--- src/sfrnd_pkg.sv ---
// Package: constants and status codes for the sync frame receiver nibble decoder.
`timescale 1ns / 1ps

package sfrnd_pkg;

  localparam int unsigned FRAME_LEN     = 7;
  localparam int unsigned PATH_SLOTS    = 7;
  localparam int unsigned KEY_SLOTS     = 3;
  localparam int unsigned STORE_DEPTH   = FRAME_LEN - 1;

  localparam int unsigned MAX_PATH_KEPT_DEF = 7;
  localparam int unsigned MAX_KEYS_KEPT_DEF = 3;

  localparam logic [3:0] NIBBLE_MAX  = 4'd12;

  localparam int unsigned CFG_IDX_W = 1;
  localparam logic [CFG_IDX_W-1:0] CFG_START_SYNC = 1'b0;
  localparam logic [CFG_IDX_W-1:0] CFG_END_SYNC   = 1'b1;

  localparam logic [2:0] ST_OK       = 3'd0;
  localparam logic [2:0] ST_PATH_VAL = 3'd1;
  localparam logic [2:0] ST_PATH_GAP = 3'd2;
  localparam logic [2:0] ST_KEY_VAL  = 3'd3;
  localparam logic [2:0] ST_KEY_GAP  = 3'd4;

endpackage

--- src/sync_frame_receiver_nibble_decoder.sv ---
// Top level: sync byte deframer with path and key nibble decoder.
`timescale 1ns / 1ps

// Accepts one received byte per cycle and emits one result per good frame.
// A frame is the start sync byte, five payload bytes and the end sync byte;
// a frame whose first or last byte does not match the sync registers is
// dropped, and a failing last byte equal to the start sync opens a new frame.
// The payload unpacks into seven path nibbles and three key nibbles, which are
// checked for values above 12 and for nonzero entries after a zero; on error
// only decode_status is nonzero. Every byte passes an input register and the
// frame logic lands the result in an output register, so a result goes out
// from there after the last byte has left the input register. Throughput is
// one byte per cycle; the input stalls only while a result waits in the output
// register and the next byte must go through the frame logic.
module sync_frame_receiver_nibble_decoder #(
  parameter int unsigned MAX_PATH_KEPT = sfrnd_pkg::MAX_PATH_KEPT_DEF,
  parameter int unsigned MAX_KEYS_KEPT = sfrnd_pkg::MAX_KEYS_KEPT_DEF
) (
  input  logic                           clk,
  input  logic                           rst_n,

  input  logic                           cfg_valid,
  output logic                           cfg_ready,
  input  logic [sfrnd_pkg::CFG_IDX_W-1:0] cfg_index,
  input  logic [7:0]                     cfg_data,

  input  logic                           in_valid,
  output logic                           in_ready,
  input  logic [7:0]                     in_rx_byte,

  output logic                           out_valid,
  input  logic                           out_ready,
  output logic [2:0]                     out_decode_status,
  output logic [27:0]                    out_path_nibbles,
  output logic [2:0]                     out_path_count,
  output logic [11:0]                    out_key_nibbles,
  output logic [1:0]                     out_key_count
);

  logic [7:0]  start_sync_r;
  logic [7:0]  end_sync_r;

  logic        s1_vld_r;
  logic [7:0]  s1_byte_r;
  logic        adv;

  logic [2:0]  pos_r;
  logic [2:0]  pos_nxt;
  logic [7:0]  frame_r [0:sfrnd_pkg::STORE_DEPTH-1];
  logic        wr_first;
  logic        wr_body;
  logic        emit;

  logic [3:0]  path_v [0:sfrnd_pkg::PATH_SLOTS-1];
  logic [3:0]  key_v  [0:sfrnd_pkg::KEY_SLOTS-1];
  logic [2:0]  status_nxt;
  logic [27:0] path_nib_nxt;
  logic [2:0]  path_cnt_nxt;
  logic [11:0] key_nib_nxt;
  logic [1:0]  key_cnt_nxt;

  logic        path_big;
  logic        path_gap;
  logic        key_big;
  logic        key_gap;
  logic        zseen_p;
  logic        zseen_k;
  logic        stop_p;
  logic        stop_k;

  logic        out_valid_r;
  logic [2:0]  status_r;
  logic [27:0] path_nib_r;
  logic [2:0]  path_cnt_r;
  logic [11:0] key_nib_r;
  logic [1:0]  key_cnt_r;

  assign cfg_ready = 1'b1;
  assign adv       = s1_vld_r && (!out_valid_r || out_ready);
  assign in_ready  = !s1_vld_r || adv;

  // config registers
  always_ff @(posedge clk) begin
    if (!rst_n) begin
      start_sync_r <= 8'd0;
      end_sync_r   <= 8'd0;
    end else if (cfg_valid && cfg_ready) begin
      case (cfg_index)
        sfrnd_pkg::CFG_START_SYNC: start_sync_r <= cfg_data;
        sfrnd_pkg::CFG_END_SYNC:   end_sync_r   <= cfg_data;
        default: ;
      endcase
    end
  end

  // input register
  always_ff @(posedge clk) begin
    if (!rst_n) begin
      s1_vld_r <= 1'b0;
    end else if (in_valid && in_ready) begin
      s1_vld_r <= 1'b1;
    end else if (adv) begin
      s1_vld_r <= 1'b0;
    end
  end

  always_ff @(posedge clk) begin
    if (in_valid && in_ready) begin
      s1_byte_r <= in_rx_byte;
    end
  end

  // frame position control
  always_comb begin
    pos_nxt  = pos_r;
    wr_first = 1'b0;
    wr_body  = 1'b0;
    emit     = 1'b0;
    if (pos_r == 3'd0 || pos_r >= 3'(sfrnd_pkg::FRAME_LEN)) begin
      pos_nxt = 3'd0;
      if (s1_byte_r == start_sync_r) begin
        wr_first = 1'b1;
        pos_nxt  = 3'd1;
      end
    end else if (pos_r == 3'(sfrnd_pkg::FRAME_LEN - 1)) begin
      pos_nxt = 3'd0;
      if (frame_r[0] == start_sync_r && s1_byte_r == end_sync_r) begin
        emit = 1'b1;
      end else if (s1_byte_r == start_sync_r) begin
        wr_first = 1'b1;
        pos_nxt  = 3'd1;
      end
    end else begin
      wr_body = 1'b1;
      pos_nxt = pos_r + 3'd1;
    end
  end

  always_ff @(posedge clk) begin
    if (!rst_n) begin
      pos_r <= 3'd0;
    end else if (adv) begin
      pos_r <= pos_nxt;
    end
  end

  always_ff @(posedge clk) begin
    if (adv && wr_first) begin
      frame_r[0] <= s1_byte_r;
    end else if (adv && wr_body) begin
      frame_r[pos_r] <= s1_byte_r;
    end
  end

  // nibble unpack, check and pack
  always_comb begin
    path_v[0] = frame_r[1][7:4];
    path_v[1] = frame_r[1][3:0];
    path_v[2] = frame_r[2][7:4];
    path_v[3] = frame_r[2][3:0];
    path_v[4] = frame_r[3][7:4];
    path_v[5] = frame_r[3][3:0];
    path_v[6] = frame_r[4][7:4];
    key_v[0]  = frame_r[4][3:0];
    key_v[1]  = frame_r[5][7:4];
    key_v[2]  = frame_r[5][3:0];

    path_big = 1'b0;
    path_gap = 1'b0;
    zseen_p  = 1'b0;
    for (int i = 0; i < sfrnd_pkg::PATH_SLOTS; i++) begin
      if (path_v[i] > sfrnd_pkg::NIBBLE_MAX) path_big = 1'b1;
      if (path_v[i] == 4'd0) zseen_p = 1'b1;
      else if (zseen_p) path_gap = 1'b1;
    end

    key_big = 1'b0;
    key_gap = 1'b0;
    zseen_k = 1'b0;
    for (int i = 0; i < sfrnd_pkg::KEY_SLOTS; i++) begin
      if (key_v[i] > sfrnd_pkg::NIBBLE_MAX) key_big = 1'b1;
      if (key_v[i] == 4'd0) zseen_k = 1'b1;
      else if (zseen_k) key_gap = 1'b1;
    end

    if (path_big)      status_nxt = sfrnd_pkg::ST_PATH_VAL;
    else if (path_gap) status_nxt = sfrnd_pkg::ST_PATH_GAP;
    else if (key_big)  status_nxt = sfrnd_pkg::ST_KEY_VAL;
    else if (key_gap)  status_nxt = sfrnd_pkg::ST_KEY_GAP;
    else               status_nxt = sfrnd_pkg::ST_OK;

    path_nib_nxt = 28'd0;
    path_cnt_nxt = 3'd0;
    stop_p       = 1'b0;
    for (int i = 0; i < sfrnd_pkg::PATH_SLOTS; i++) begin
      if (path_v[i] == 4'd0) stop_p = 1'b1;
      if (!stop_p && path_cnt_nxt < 3'(MAX_PATH_KEPT)) begin
        path_nib_nxt[27 - 4*i -: 4] = path_v[i];
        path_cnt_nxt = path_cnt_nxt + 3'd1;
      end
    end

    key_nib_nxt = 12'd0;
    key_cnt_nxt = 2'd0;
    stop_k      = 1'b0;
    for (int i = 0; i < sfrnd_pkg::KEY_SLOTS; i++) begin
      if (key_v[i] == 4'd0) stop_k = 1'b1;
      if (!stop_k && key_cnt_nxt < 2'(MAX_KEYS_KEPT)) begin
        key_nib_nxt[11 - 4*i -: 4] = key_v[i];
        key_cnt_nxt = key_cnt_nxt + 2'd1;
      end
    end

    if (status_nxt != sfrnd_pkg::ST_OK) begin
      path_nib_nxt = 28'd0;
      path_cnt_nxt = 3'd0;
      key_nib_nxt  = 12'd0;
      key_cnt_nxt  = 2'd0;
    end
  end

  // result register
  always_ff @(posedge clk) begin
    if (!rst_n) begin
      out_valid_r <= 1'b0;
    end else if (adv && emit) begin
      out_valid_r <= 1'b1;
    end else if (out_ready) begin
      out_valid_r <= 1'b0;
    end
  end

  always_ff @(posedge clk) begin
    if (adv && emit) begin
      status_r   <= status_nxt;
      path_nib_r <= path_nib_nxt;
      path_cnt_r <= path_cnt_nxt;
      key_nib_r  <= key_nib_nxt;
      key_cnt_r  <= key_cnt_nxt;
    end
  end

  assign out_valid         = out_valid_r;
  assign out_decode_status = status_r;
  assign out_path_nibbles  = path_nib_r;
  assign out_path_count    = path_cnt_r;
  assign out_key_nibbles   = key_nib_r;
  assign out_key_count     = key_cnt_r;

endmodule

--- config.mk ---
export PLATFORM = sky130hd
export DESIGN_NAME = sync_frame_receiver_nibble_decoder
export DESIGN_NICKNAME = d
export VERILOG_FILES = /design/src/sfrnd_pkg.sv /design/src/sync_frame_receiver_nibble_decoder.sv
export SDC_FILE = /design/constraint.sdc
export NUM_CORES = 1
export LEC_CHECK = 0
export ABC_AREA = 1
export BUFFER_PORTS_ARGS = -buffer_cell sky130_fd_sc_hd__buf_4
export CORE_AREA = 10 10 113 115
export DETAILED_ROUTE_END_ITERATION = 7
export DIE_AREA = 0 0 123 125
export PLACE_DENSITY = 0.8
export SLEW_MARGIN = 20
export SYNTH_ARGS = -nofsm -noshare
export SYNTH_HDL_FRONTEND = slang
export SYNTH_SLANG_ARGS = --single-unit
--- constraint.sdc ---
create_clock -name clk -period 3 [get_ports clk]
set_clock_uncertainty 0.1 [all_clocks]
set_input_delay 0.6 -clock clk [delete_from_list [all_inputs] [get_ports clk]]
set_output_delay 0.6 -clock clk [all_outputs]
set_load 0.02 [all_outputs]
==> results.sh <==
export IMPL_avgSynthCellArea_sq_um=10.74
export IMPL_powerDensity_nw_per_um2=585.7
export IMPL_grt_max_degree=49
export IMPL_required_ns=3.17
export IMPL_cts_tree="yes"
export IMPL_antenna_left=0
export IMPL_cts_sinks=125
export IMPL_grt_pass1_vias=3920
export IMPL_most_common_layout_cells="edfxtp_1, nor2_1, buf_4"
export IMPL_die_area_sq_um=15380
export IMPL_ys_seq_elements=125
export IMPL_antennaDiodeCount=0
export IMPL_wl_um=11900
export IMPL_grt_setup_unrepaired="true"
export IMPL_yosys_warnings=0
export IMPL_critPathMaxFanout=2
export IMPL_grtUsageMet3=0.05491
export IMPL_gp_congestion=0.8945
export IMPL_syn_inst=492
export IMPL_maxCapViolations=0
export IMPL_root_buffer="clkbuf_8"
export IMPL_first_pass_iters=6
export IMPL_track_usage=0.1520
export IMPL_nets=624
export IMPL_drive_gt1_frac=0.2677
export IMPL_synth_distinct_cells=30
export IMPL_via_per_inst=5.109
export IMPL_cts_hold_buffers_added=0
export IMPL_synth_area_sq_um=5286
export IMPL_final_common_cell="edfxtp_1"
export IMPL_tightest_slew_ns=0.6641
export IMPL_violations="setup timing"
export IMPL_start_util=0.4986
export IMPL_end_kind="flop"
export IMPL_cts_made_buffers=17
export IMPL_crit_path_start_kind="flop"
export IMPL_detail_route_wl_per_cell_um=15.88
export IMPL_syn_to_final_growth_pct=28.83
export IMPL_slew_violations=0
export IMPL_cp_slowest_stage_delay_ns=0.42
export IMPL_fin_ws_ns=-0.1162
export IMPL_finalCriticalPeriod_ns=3.116
export IMPL_critPathArrivalTime_ns=3.29
export IMPL_portBuffers=71
export IMPL_crit_chain="nor2_2, nand2_2, o21ai_2, inv_2, ha_4, inv_2, nand3_2, nand2_2, inv_2, ha_4, nand3_4, nand2_4, ha_4, inv_2, nand3_2, nand2_2, inv_2, ha_4, nand3_2, nand2_1, nand2_1, nor2_1"
export IMPL_fmax_mhz=320.9
export IMPL_status="complete, but fails checks"
export IMPL_synth_fp_nets=519
export IMPL_busiest_layer="met2"
export IMPL_rows=38
export IMPL_worstSetupPathType="flop to flop"
export IMPL_dp_slack_ns=-0.1538
export IMPL_hold_viol=0
export IMPL_ios=73
export IMPL_placedCellCount=710
export IMPL_grt_overflow=0
export IMPL_crit_path_top_delay_cell="edfxtp_1"
export IMPL_use_met2=0.2518
export IMPL_die_height_um=125
export IMPL_fin_cells=749
export IMPL_h_tree_depth=4
export IMPL_use_met1=0.1715
export IMPL_place_hpwl_um=7757
export IMPL_period_share=1.039
export IMPL_drc=0
export IMPL_cpMostUsedCell="inv_2"
export IMPL_clock_latency_ns=0.52
export IMPL_core_sq_um=10600
export IMPL_die_w_um=123
export IMPL_finalSetupViolCount=2
export IMPL_path_clk_slew_ns=0.06
export IMPL_grt_pass1_wl_um=18640
export IMPL_max_vdd_ir_drop_v=0.0004460
export IMPL_p_total_w=0.003989
export IMPL_p_leak_nw=2.901
export IMPL_min_path_type="input port to flop"
export IMPL_clock_path_buffers=2
export IMPL_antenna_found_initial=0
export IMPL_drt_iter0_markers=383
export IMPL_vias=3827
export IMPL_seq_area_frac_synth=0.6703
export IMPL_slew_headroom=0.5526
-- report_power, final --
group	internal, W	total (W)	switching (W)
combinational	0.0000477	0.0000948	0.0000471
sequential	0.00190	0.00194	0.0000438
clock	0.00125	0.00195	0.000704
-- worst max-delay path, delay by kind of cell (launching register included) --
kind	cells	cell delay, ns
AOI/OAI and AO/OA	1	0.18
adders and majority gates	4	0.86
buffers and inverters	5	0.28
DFF	1	0.42
and+or+nand+nor	12	1.06
-- cells by family (layout without fill, tap and decap cells) --
kind of cell             count (synthesis)  count (layout)  share of synthesized area
other                                    1               1                  0.0007094
buffers and inverters                   76             193                    0.05491
AO/OA/AOI/OAI                           37              37                    0.03692
AND/OR/NAND/NOR                        226             226                     0.1889
XOR/XNOR                                22              22                    0.03645
adder cells (fa/ha/maj)                  5               5                    0.01183
flip-flops                             125             125                     0.6703
-- worst paths after layout --
check / cells past startpoint / slack, ns / endpoint / startpoint
worst max-delay path: 22 / -0.12 / out_path_count[2] / frame_r[2][5]
worst min-delay path: 1 / 0.16 / s1_byte_r[0] / in_rx_byte[0]
worst max register to register: 22 / -0.12 / out_path_count[2] / frame_r[2][5]
worst min register to register: 2 / 0.40 / end_sync_r[5] / end_sync_r[5]
-- through the flow --
| stage | utilization | TNS, ns | instance area [sq um] | hold slack (ns) |
|---|---|---|---|---|
| 4_1_cts | 0.6338 | -0.01968 | 6720 | 0.1460 |
| 3_3_place_gp | 0.5722 | -0.03479 | 6067 | 0.3835 |
| 6_report | 0.6423 | -0.1958 | 6810 | 0.1579 |
| 5_1_grt | 0.6423 | -0.7227 | 6810 | 0.1394 |
| 3_5_place_dp | 0.5722 | -0.3044 | 6067 | 0.3928 |
| 2_1_floorplan | - | 0 | 5290 | 0.3683 |
-- state kept, by name, summed over array words and instances (netlist names) --
register and flops:
start_sync_r 8, s1_vld_r 1, s1_byte_r 8, out_valid 1, pos_r 3, end_sync_r 8, out_key_nibbles 12, out_key_count 2
out_path_nibbles 28, out_path_count 3, frame_r 48, out_decode_status 3
-- per-layer routing --
metal / share of wire / routed length, um / vias up
met5: 0 / 0 / -
met4: 0.027 / 316 / 0
met3: 0.093 / 1105 / 35
met2: 0.50 / 5937 / 192
met1: 0.38 / 4536 / 1766
li1: - / - / 1834
-- synth_stat cells --
library cell  count  area share
nor2_1          105       0.075
edfxtp_1        104        0.59
inv_1            70       0.050
nand2_1          63       0.045
o21ai_0          23       0.022
dfxtp_1          21       0.080
nand3_1          20       0.019
xor2_1           16       0.027
nor3_1           11       0.010
nand2_2          10       0.012
a21oi_1           9      0.0085
nor3b_1           7      0.0099
xnor2_1           6      0.0099
ha_1              5       0.012
nand4_1           4      0.0047
a31oi_1           2      0.0024
inv_2             2      0.0014
o211ai_1          2      0.0028
a21boi_0          1      0.0014
buf_4             1      0.0014
clkbuf_1          1     0.00071
clkinv_1          1     0.00071
clkinv_2          1     0.00095
conb_1            1     0.00071
nand2_4           1      0.0021
nand4_2           1      0.0024
nand4_4           1      0.0040
nor2_4            1      0.0021
nor3_2            1      0.0019
or2_2             1      0.0012
-- what timing repair did --
item / CTS / global route
endpoints found under the hold margin: 0 / 0
resized for setup: 16 / 13
endpoints found under the setup margin: 2 / 7
buffers inserted: 2 / 6
pin swaps: 12 / 17
-- cell type report --
class | instances | area [sq um]
clock buffers | 18 | 417.9
flip-flops and latches | 125 | 3543
well taps | 140 | 175.2
fillers | 749 | 3792
clock inverters | 13 | 150.1
inverters | 74 | 279.0
repair buffers | 88 | 673.1
multi-input cells | 291 | 1572
Power figures use the tool's default switching activity.
